<file path="config.mk">
export PLATFORM = sky130hd
export DESIGN_NAME = mhpq_ctrl
export DESIGN_NICKNAME = d
export VERILOG_FILES = /design/src/rtl/min_heap_priority_queue_top_defines.svh /design/src/rtl/mhpq_pkg.sv /design/src/rtl/mhpq_ctrl.sv
export SDC_FILE = /design/constraint.sdc
export NUM_CORES = 1
export LEC_CHECK = 0
export CAP_MARGIN = 20
export CORE_AREA = 5 5 42 44
export DETAILED_ROUTE_END_ITERATION = 10
export DIE_AREA = 0 0 47 49
export DONT_BUFFER_PORTS = 1
export GPL_TIMING_DRIVEN = 0
export SETUP_SLACK_MARGIN = 0.1
export SLEW_MARGIN = 0
export SYNTH_ARGS = -nofsm -noshare
export SYNTH_HDL_FRONTEND = slang
export SYNTH_SLANG_ARGS = --single-unit
</file>
<file path="constraint.sdc">
create_clock -name i_clk -period 2.05 [get_ports i_clk]
set_clock_uncertainty 0.15 [all_clocks]
set_input_delay 0.1025 -clock i_clk [delete_from_list [all_inputs] [get_ports i_clk]]
set_output_delay 0.1025 -clock i_clk [all_outputs]
set_load 0.02 [all_outputs]
</file>
<file path="src/rtl/min_heap_priority_queue_top_defines.svh">
// ----------------------------------------------------------------------------
// min_heap_priority_queue_top_defines
// assertion macros used by the heap queue top
// ----------------------------------------------------------------------------
`ifndef MIN_HEAP_PRIORITY_QUEUE_TOP_DEFINES_SVH
`define MIN_HEAP_PRIORITY_QUEUE_TOP_DEFINES_SVH

// same-cycle implication on i_clk, off while in reset
`define MHPQ_ASSERT_NOW(lbl, ante, cons) \
    lbl: assert property (@(posedge i_clk) disable iff (!i_rst_n) (ante) |-> (cons)) \
        else $error("heap queue check failed");

// next-cycle implication on i_clk, off while in reset
`define MHPQ_ASSERT_NEXT(lbl, ante, cons) \
    lbl: assert property (@(posedge i_clk) disable iff (!i_rst_n) (ante) |=> (cons)) \
        else $error("heap queue check failed");

`endif

</file>
<file path="src/rtl/mhpq_pkg.sv">
// ----------------------------------------------------------------------------
// mhpq_pkg
// shared constants, codes and control types of the min-heap priority queue
// ----------------------------------------------------------------------------
package mhpq_pkg;

    // default heap capacity
    localparam int CAPACITY_DEF = 128;

    // fixed field widths
    localparam int KEY_W   = 32;
    localparam int OP_W    = 2;
    localparam int IDX_W   = 7;
    localparam int CNT_O_W = 8;
    localparam int STAT_W  = 3;
    localparam int CMD_W   = 4;

    // operation codes
    localparam logic [OP_W-1:0] OP_INSERT   = 2'd0;
    localparam logic [OP_W-1:0] OP_DECREASE = 2'd1;
    localparam logic [OP_W-1:0] OP_EXTRACT  = 2'd2;

    // status codes
    localparam logic [STAT_W-1:0] ST_OK     = 3'd0;
    localparam logic [STAT_W-1:0] ST_FULL   = 3'd1;
    localparam logic [STAT_W-1:0] ST_EMPTY  = 3'd2;
    localparam logic [STAT_W-1:0] ST_LARGER = 3'd3;
    localparam logic [STAT_W-1:0] ST_BADIDX = 3'd4;

    // datapath commands
    localparam logic [CMD_W-1:0] CMD_NONE      = 4'd0;
    localparam logic [CMD_W-1:0] CMD_ACCEPT    = 4'd1;
    localparam logic [CMD_W-1:0] CMD_SET_STAT  = 4'd2;
    localparam logic [CMD_W-1:0] CMD_INS_START = 4'd3;
    localparam logic [CMD_W-1:0] CMD_DEC_START = 4'd4;
    localparam logic [CMD_W-1:0] CMD_EXT_START = 4'd5;
    localparam logic [CMD_W-1:0] CMD_UP_READ   = 4'd6;
    localparam logic [CMD_W-1:0] CMD_UP_CMP    = 4'd7;
    localparam logic [CMD_W-1:0] CMD_DN_LOAD   = 4'd8;
    localparam logic [CMD_W-1:0] CMD_DN_READL  = 4'd9;
    localparam logic [CMD_W-1:0] CMD_DN_READR  = 4'd10;
    localparam logic [CMD_W-1:0] CMD_DN_CMP    = 4'd11;
    localparam logic [CMD_W-1:0] CMD_LOAD_OUT  = 4'd12;

    // command from controller to datapath
    typedef struct packed {
        logic [CMD_W-1:0]  code;
        logic [STAT_W-1:0] stat;
    } t_cmd;

    // status from datapath to controller
    typedef struct packed {
        logic [OP_W-1:0] op;
        logic            full;
        logic            empty;
        logic            idx_bad;
        logic            one_left;
        logic            pos_zero;
        logic            key_larger;
        logic            up_swap;
        logic            lc_out;
        logic            dn_swap;
    } t_flags;

endpackage

</file>
<file path="src/rtl/mhpq_ctrl.sv">
// ----------------------------------------------------------------------------
// mhpq_ctrl
// heap controller: handshakes, operation dispatch and sift sequencing
// ----------------------------------------------------------------------------
module mhpq_ctrl (
    input  logic             i_clk,
    input  logic             i_rst_n,
    input  logic             i_in_valid,
    output logic             o_in_stall,
    output logic             o_out_valid,
    input  logic             i_out_stall,
    input  mhpq_pkg::t_flags i_flags,
    output mhpq_pkg::t_cmd   o_cmd
);

    localparam logic [3:0] S_IDLE     = 4'd0;
    localparam logic [3:0] S_DISPATCH = 4'd1;
    localparam logic [3:0] S_DEC_CHK  = 4'd2;
    localparam logic [3:0] S_UP_RD    = 4'd3;
    localparam logic [3:0] S_UP_CMP   = 4'd4;
    localparam logic [3:0] S_DN_LOAD  = 4'd5;
    localparam logic [3:0] S_DN_RDL   = 4'd6;
    localparam logic [3:0] S_DN_RDR   = 4'd7;
    localparam logic [3:0] S_DN_CMP   = 4'd8;
    localparam logic [3:0] S_DONE     = 4'd9;

    logic [3:0] r_state;
    logic [3:0] n_state;
    logic       r_out_valid;
    logic       n_out_valid;

    // next state and command
    always_comb begin
        n_state    = r_state;
        o_cmd.code = mhpq_pkg::CMD_NONE;
        o_cmd.stat = mhpq_pkg::ST_OK;
        case (r_state)
            S_IDLE: begin
                if (i_in_valid) begin
                    o_cmd.code = mhpq_pkg::CMD_ACCEPT;
                    n_state    = S_DISPATCH;
                end
            end
            S_DISPATCH: begin
                n_state = S_DONE;
                case (i_flags.op)
                    mhpq_pkg::OP_INSERT: begin
                        if (i_flags.full) begin
                            o_cmd.code = mhpq_pkg::CMD_SET_STAT;
                            o_cmd.stat = mhpq_pkg::ST_FULL;
                        end else begin
                            o_cmd.code = mhpq_pkg::CMD_INS_START;
                            n_state    = S_UP_RD;
                        end
                    end
                    mhpq_pkg::OP_DECREASE: begin
                        if (i_flags.idx_bad) begin
                            o_cmd.code = mhpq_pkg::CMD_SET_STAT;
                            o_cmd.stat = mhpq_pkg::ST_BADIDX;
                        end else begin
                            o_cmd.code = mhpq_pkg::CMD_DEC_START;
                            n_state    = S_DEC_CHK;
                        end
                    end
                    mhpq_pkg::OP_EXTRACT: begin
                        if (i_flags.empty) begin
                            o_cmd.code = mhpq_pkg::CMD_SET_STAT;
                            o_cmd.stat = mhpq_pkg::ST_EMPTY;
                        end else begin
                            o_cmd.code = mhpq_pkg::CMD_EXT_START;
                            n_state    = i_flags.one_left ? S_DONE : S_DN_LOAD;
                        end
                    end
                    default: begin
                        n_state = S_DONE;
                    end
                endcase
            end
            S_DEC_CHK: begin
                if (i_flags.key_larger) begin
                    o_cmd.code = mhpq_pkg::CMD_SET_STAT;
                    o_cmd.stat = mhpq_pkg::ST_LARGER;
                    n_state    = S_DONE;
                end else begin
                    n_state = S_UP_RD;
                end
            end
            // one sift-up level: read parent, then compare and move
            S_UP_RD: begin
                o_cmd.code = mhpq_pkg::CMD_UP_READ;
                n_state    = i_flags.pos_zero ? S_DONE : S_UP_CMP;
            end
            S_UP_CMP: begin
                o_cmd.code = mhpq_pkg::CMD_UP_CMP;
                n_state    = i_flags.up_swap ? S_UP_RD : S_DONE;
            end
            // one sift-down level: read left, read right, compare and move
            S_DN_LOAD: begin
                o_cmd.code = mhpq_pkg::CMD_DN_LOAD;
                n_state    = S_DN_RDL;
            end
            S_DN_RDL: begin
                o_cmd.code = mhpq_pkg::CMD_DN_READL;
                n_state    = i_flags.lc_out ? S_DONE : S_DN_RDR;
            end
            S_DN_RDR: begin
                o_cmd.code = mhpq_pkg::CMD_DN_READR;
                n_state    = S_DN_CMP;
            end
            S_DN_CMP: begin
                o_cmd.code = mhpq_pkg::CMD_DN_CMP;
                n_state    = i_flags.dn_swap ? S_DN_RDL : S_DONE;
            end
            S_DONE: begin
                if (!r_out_valid || !i_out_stall) begin
                    o_cmd.code = mhpq_pkg::CMD_LOAD_OUT;
                    n_state    = S_IDLE;
                end
            end
            default: begin
                n_state = S_IDLE;
            end
        endcase
    end

    // output word valid: set on load, cleared when taken
    always_comb begin
        n_out_valid = r_out_valid;
        if (o_cmd.code == mhpq_pkg::CMD_LOAD_OUT) begin
            n_out_valid = 1'b1;
        end else if (r_out_valid && !i_out_stall) begin
            n_out_valid = 1'b0;
        end
    end

    always_ff @(posedge i_clk) begin
        if (!i_rst_n) begin
            r_state     <= S_IDLE;
            r_out_valid <= 1'b0;
        end else begin
            r_state     <= n_state;
            r_out_valid <= n_out_valid;
        end
    end

    assign o_in_stall  = r_state != S_IDLE;
    assign o_out_valid = r_out_valid;

endmodule

</file>
# == After elaboration in Yosys (flattened, before gate mapping) ==
# Index checks and enable logic that the tools add are counted.
# word_totals
regBits,5
# classes
eq_ne,14
mux,27
n_reduce_logical,9
# op_table
operator,n
$pmux 4 s10,2
$mux 4,12
$pmux 7 s3,1
$eq 4x3->1 const B,4
$eq 4x4->1 const B,3
$pmux 4 s3,1
$mux 3,3
$eq 4x2->1 const B,2
$pmux 3 s2,1
$mux 1,5
$mux 5,1
$eq 4x1->1 const B,1
$logic_not 4->1,1
$ne 2x2->1 const B,2
$reduce_bool 4->1,1
$eq 2x1->1 const B,1
$eq 2x2->1 const B,1
$logic_not 1->1,2
$logic_not 2->1,1
$mux 2,1
$reduce_and 2->1,1
$reduce_bool 2->1,1
$logic_and 1x1->1,1
$logic_or 1x1->1,1

# == Longest topological paths before layout ==
# Gate-level depths: netlist (run 1).
# logic_depth
ltp_word,6
mapped_depth,5

# == Least setup slack after synthesis (run 1) ==
# Ideal clock, no wire load.
# synth_path
kind,reg-to-output
from,register r_state[0]
to,output o_cmd[0] in the netlist's numbering
arrival_ns,1.614
required_ns,1.798
slack_ns,0.183
path_stages_with_launch,4
cell_sequence,dfxtp_1 or4b_4 or2_1 o21ai_0
# synth_rtl
element,line_no,rtl
"start, declared",mhpq_ctrl.sv:27,logic [3:0] r_state;
"start signal, assigned",mhpq_ctrl.sv:141,r_state <= n_state;
"end, declared",mhpq_ctrl.sv:13,output mhpq_pkg::t_cmd o_cmd

==> results.tsv, run 1 <==
metric	value	unit
result of the run	completed	
start of the worst register-to-register path	r_state[3]$_SDFFE_PN0P_	
clock transition at the registers of the reported paths	0.04	ns
pin count of the biggest net entering global routing	11	
sequential-to-total area share from yosys stat	17.74	%
final routed wirelength across all metal layers	1.590	mm
startpoint kind of the worst setup timing path	flip-flop	
critical path's slowest cell	sky130_fd_sc_hd__or4b_4	
worst reg-to-reg setup slack	0.36	ns
total routing usage reported by global routing	15.36	%
TritonCTS clock tree	built	
transition time of the tightest slew-check pin	0.4505	ns
#FFs+latches synth	5	
Non-Filler Cell Area, Final	716.9	um2
Pleak	0.2775	nW
depth of the worst register-to-register path	5	
arrival time worst endpoint	1.63	ns
Critical path destination	o_cmd[0]	
diodes inserted	0	
total power consumption of the routed design	0.7257	mW
cts bufs inserted	3	
dpl cell area	584.3	um2
Final setup viols	0	
delay of the slowest cell on the worst path	0.51	ns
setup tns final	0	ns
Worst setup EP type	output pin	
Pwr Density	1012	nW/um2
cell family with the largest share of critical-path delay	simple AND/OR/NAND/NOR gates	
Peak supply drop	0.0005329	V
shortest clock period the worst path allows after layout	1.879	ns
H-tree depth	1	
number of global-route vias before repair	597	
most numerous cell types in the synthesized netlist	8 x sky130_fd_sc_hd__nor2_1, 8 x sky130_fd_sc_hd__o21ai_0, 7 x sky130_fd_sc_hd__nand2_1	
Clk Latency, worst-skew pair	0.23	ns
predominant post-synthesis flop cell	sky130_fd_sc_hd__dfxtp_1	
Final Cycle Share	91.64	%
overall via count from detail_route	626	
Port Buffer Count	0	
CTS Root Cell	sky130_fd_sc_hd__clkbuf_4	
final global-route overflow total	0	
kind of critical path	reg -> out	
final worst setup slack	0.1713	ns
max-cap viol count	0	
number of unique standard cell types used by synthesis	35	
Final Hold Fails	0	
number of primary I/O pins	24	
overall die area	2303	um2
worst min path class	in -> reg	
depth of the critical timing path with buffers and inverters included	3	
top area cells in the synthesized netlist	sky130_fd_sc_hd__dfxtp_1 18%, sky130_fd_sc_hd__o21ai_0 7.1%, sky130_fd_sc_hd__nand2b_1 5.5%	
area fraction of the dominant cell type after synthesis	17.74	%
worst-case hold slack	0.08229	ns
FFs w/ async S/R, synth	0	%
Req. time, crit path	1.80	ns
DRC violations left	0	
Core Region	1401	um2
f_max	532.3	MHz
setup slack at placement	0.05029	ns
post-route core utilization	51.16	%
Reg2Reg Capture Point	r_state[3]$_SDFFE_PN0P_	
count of warnings emitted by yosys	0	
Mapped Nets	96	
buffer levels on the longest clock path	2	
first-pass GRT wire length	2.697	mm
number of instances in the synthesized netlist	81	
via/cell ratio	5.906	
height of the die	49	um
area growth from synthesis to layout	27.05	%
setup bufs post-CTS	0	
RSZ-0062 raised after global routing	false	
Initial Utilization	40.27	%
DR WL/cell	15.00	um
number of placement rows	14	
number of iterations in the first detailed-routing pass	4	
number of enable flip-flop cells after synthesis	0	
layout cell share with drive strength beyond 1	20.00	%
final estimated routing congestion in global placement	0.8011	
Die X-Extent	47	um
count of clock tree sinks	5	
count of filler cells inserted in the layout	159	
WP buf/inv	0	
filler-free cell count of the finished design	106	
Post-Synthesis Cell Area	564.3	um2
mean post-synth cell area	6.967	um2
number of cells after detailed placement	97	
peak fanout along the critical path	8	
DRC violation total after the first TritonRoute iteration	12	
remaining max-slew budget at the tightest pin	69.58	%
final net count	106	
worst-path cell chain	or4b_4, or2_4, o21ai_4	
crit path from	r_state[0]$_SDFFE_PN0P_	
initial antenna violation count	0	
number of nets with antenna violations after routing	0	
Yosys top cell by area	sky130_fd_sc_hd__dfxtp_1	
DPL Wire Length	1.192	mm
max-slew violation count	0	
==> worst min-delay path by stage <==
stage	from	to	slack [ns]	cells past startpoint
finish	i_flags[4]	r_state[2]$_SDFFE_PN0P_	0.08	4
global route	i_flags[4]	r_state[2]$_SDFFE_PN0P_	0.08	4
detailed placement	i_rst_n	r_state[3]$_SDFFE_PN0P_	0.09	1
CTS	i_flags[4]	r_state[2]$_SDFFE_PN0P_	0.08	4
floorplan	i_rst_n	r_state[3]$_SDFFE_PN0P_	0.09	1
global placement	i_rst_n	r_state[3]$_SDFFE_PN0P_	0.09	1
==> cell usage in the layout (no fill, tap or decap), types with 3 or more instances in the layout <==
| master | n |
|---|---|
| sky130_fd_sc_hd__a21oi_1 | 3 |
| sky130_fd_sc_hd__clkbuf_2 | 4 |
| sky130_fd_sc_hd__clkbuf_4 | 3 |
| sky130_fd_sc_hd__dfxtp_1 | 3 |
| sky130_fd_sc_hd__dlygate4sd3_1 | 5 |
| sky130_fd_sc_hd__inv_1 | 4 |
| sky130_fd_sc_hd__nand2_1 | 7 |
| sky130_fd_sc_hd__nand2b_1 | 5 |
| sky130_fd_sc_hd__nor2_1 | 8 |
| sky130_fd_sc_hd__o21ai_0 | 6 |
==> registers in the layout, indices dropped and copies added (netlist names) <==
name         flops
r_state          4
o_out_valid      1
==> final cells by class <==
type                       count  area [um2]  share of cell area [%]
timing repair buffer           5       50.05                   6.981
multi-input combinational     67       479.2                   66.84
buffer                         5       23.77                   3.316
tap                           16       20.02                   2.792
clock buffer                   4       26.28                   3.665
sequential                     5       102.6                   14.31
inverter                       4       15.01                   2.094
==> power breakdown <==
part | internal [mW] | switching (mW)
Clock | 0.0732 | 0.0350
Combinational | 0.187 | 0.280
Sequential | 0.121 | 0.0289
==> metal layers <==
| layer | vias to the layer above | wire [um] | GRT usage [%] |
|---|---|---|---|
| met3 | 2 | 93 | 2.952 |
| met4 | 0 | 6 | 5.530 |
| met5 | - | 0 | 0 |
| met1 | 291 | 714 | 20.48 |
| li1 | 320 | - | - |
| met2 | 13 | 777 | 23.76 |
==> cell families (layout without fill, tap and decap cells) <==
kind of cell           after synthesis  in the layout  share of synthesized area (%)
AOI/OAI and AO/OA                   30             30                          37.03
buffers and inverters                9             18                          6.206
DFF                                  5              5                          17.74
muxes                                2              2                          3.548
and+or+nand+nor                     35             35                          35.48
==> worst min-delay path, delay by kind of cell <==
kind | cells | cell delay [ns]
compound gates | 2 | 0.15
simple gates | 2 | 0.16
==> timing repair <==
| action | 4_1_cts | 5_1_grt |
|---|---|---|
| gates resized for setup | 11 | 8 |
| hold endpoints to repair | 5 | 0 |
| setup endpoints to repair | 4 | 7 |
| hold buffers | 5 | 0 |
| pin swaps | 0 | 2 |
(Power assumes the default switching activity.)
==> run 2: changes to the inputs <==
CORE_AREA = 2 2 39 41   (was 5 5 42 44)
DIE_AREA = 0 0 41 43   (was 0 0 47 49)
REMOVE_ABC_BUFFERS = 1   (was not set)
==> run 2 against run 1 <==
Setup slack got worse by 0.049 ns. Count of clock-buffer cells in the layout did not move. Die area fell by 23%. Design area rose by 7.0%. Largest cell class unchanged. Routed wire length rose by 2.6%. Cell count rose by 3.8%. Sequential share of layout area rose by 0.37 points.
==> results.tsv, run 2 (synthesis results as in run 1) <==
metric	value	unit
result of the run	completed	
arrival time worst endpoint	1.68	ns
filler-free cell count of the finished design	110	
register with the most flip-flops	r_state	
number of primary I/O pins	24	
via/cell ratio	6.236	
diodes inserted	0	
Initial Utilization	40.78	%
DPL Wire Length	1.045	mm
number of cells after detailed placement	92	
final net count	110	
Final Hold Fails	0	
initial antenna violation count	0	
pin count of the biggest net entering global routing	19	
final global-route overflow total	0	
peak fanout along the critical path	8	
final worst setup slack	0.1223	ns
Die X-Extent	41	um
NetSw	0.3528	mW
layout cell share with drive strength beyond 1	24.47	%
area growth from synthesis to layout	35.92	%
most used cells in the layout excluding fill and tap cells	8 x sky130_fd_sc_hd__nor2_1, 8 x sky130_fd_sc_hd__buf_4, 7 x sky130_fd_sc_hd__nand2_1	
max-slew violation count	0	
DRC violations left	0	
kind of critical path	reg -> out	
Clk Latency, worst-skew pair	0.24	ns
f_max	518.8	MHz
Pleak	0.3067	nW
Internal Power	0.4229	mW
buffer levels on the longest clock path	2	
combinational group share of total power	65.0	%
Core Region	1384	um2
max-cap viol count	0	
Seq pwr share	20.8	%
final estimated routing congestion in global placement	0.7532	
Pwr Density	1011	nW/um2
TritonCTS clock tree	built	
RSZ-0062 raised after global routing	true	
H-tree depth	1	
DR WL/cell	14.83	um
flip-flop count of the largest register after layout	4	
overall die area	1763	um2
count of clock tree sinks	5	
remaining max-slew budget at the tightest pin	65.95	%
Req. time, crit path	1.80	ns
total power consumption of the routed design	0.7757	mW
setup slack at placement	-0.1501	ns
Port Buffer Count	0	
CTS Root Cell	sky130_fd_sc_hd__clkbuf_4	
Peak supply drop	0.0004552	V
Final setup viols	0	
height of the die	43	um
Clock power frac	14.1	%
worst min path class	in -> reg	
net switching fraction of the power	45.48	%
number of placement rows	14	
first-pass GRT wire length	2.332	mm
DRC violation total after the first TritonRoute iteration	10	
number of nets with antenna violations after routing	0	
overall via count from detail_route	686	
setup tns final	0	ns
shortest clock period the worst path allows after layout	1.928	ns
Final Cycle Share	94.03	%
number of iterations in the first detailed-routing pass	5	
transition time of the tightest slew-check pin	0.5202	ns
total routing usage reported by global routing	19.10	%
final routed wirelength across all metal layers	1.631	mm
number of global-route vias before repair	557	
cts bufs inserted	3	
startpoint kind of the worst setup timing path	flip-flop	
Worst setup EP type	output pin	
clock transition at the registers of the reported paths	0.04	ns
run 2: changes by cell type in the layout (fill, tap and decap cells not counted), sizes merged:
cell         previous run  this run
buf                     0         8
clkbuf                  9         4
dlygate4sd3             5         6
run 2: worst paths after layout:
path / from / end / slack, ns / depth (start not counted)
max: r_state[1]$_SDFFE_PN0P_ / o_cmd[1] / 0.12 / 3
max reg2reg: r_state[1]$_SDFFE_PN0P_ / r_state[2]$_SDFFE_PN0P_ / 0.14 / 5
min: i_in_valid / r_state[0]$_SDFFE_PN0P_ / 0.09 / 4
min reg2reg: o_out_valid$_SDFFE_PN0P_ / o_out_valid$_SDFFE_PN0P_ / 0.46 / 2
run 2: what timing repair did:
item                                   in CTS  in global routing
hold buffers                                6                  0
gates resized for setup                    16                  1
endpoints found under the hold margin       5                  0
pin swaps                                   1                  4
setup buffers                               1                  7
setup endpoints to repair                   4                  3
run 2: worst max-delay path: stages (launching register included):
cell and delay, ns:
sky130_fd_sc_hd__dfxtp_4 0.36, sky130_fd_sc_hd__or4b_4 0.56, sky130_fd_sc_hd__or2_4 0.31, sky130_fd_sc_hd__o21ai_4 0.20
run 2: power groups by stage:
stage          clock [mW]  combinational (mW)  sequential, mW
3_3_place_gp            0               0.339           0.189
5_1_grt             0.119               0.535           0.164
2_1_floorplan           0               0.304           0.169
3_5_place_dp            0               0.342           0.190
4_1_cts             0.114               0.439           0.170
6_report            0.110               0.504           0.162
run 2: cell type report:
class / count / area [um2]
Sequential cell: 5 / 112.6
Multi-Input combinational cell: 67 / 473.0
Clock buffer: 4 / 26.28
Fill cell: 129 / 616.8
Timing Repair Buffer: 14 / 120.1
Tap cell: 16 / 20.02
Inverter: 4 / 15.01
run 2: metrics by stage:
| stage | util [%] | hold WS, ns | cell area [um2] |
|---|---|---|---|
| 6_report | 55.43 | 0.08767 | 767.0 |
| 5_1_grt | 55.43 | 0.1108 | 767.0 |
| 4_1_cts | 51.45 | 0.06353 | 711.9 |
| 3_5_place_dp | 40.78 | 0.1004 | 564.3 |
| 3_3_place_gp | 40.78 | 0.09085 | 564.3 |
| 2_1_floorplan | - | 0.08606 | 544.3 |
run 2: per-layer routing:
layer,routed length [um],vias to the layer above,GRT usage [%]
li1,-,331,-
met1,689,325,21.94
met2,803,26,31.87
met3,101,4,2.618
met4,37,0,10.00
met5,0,-,0
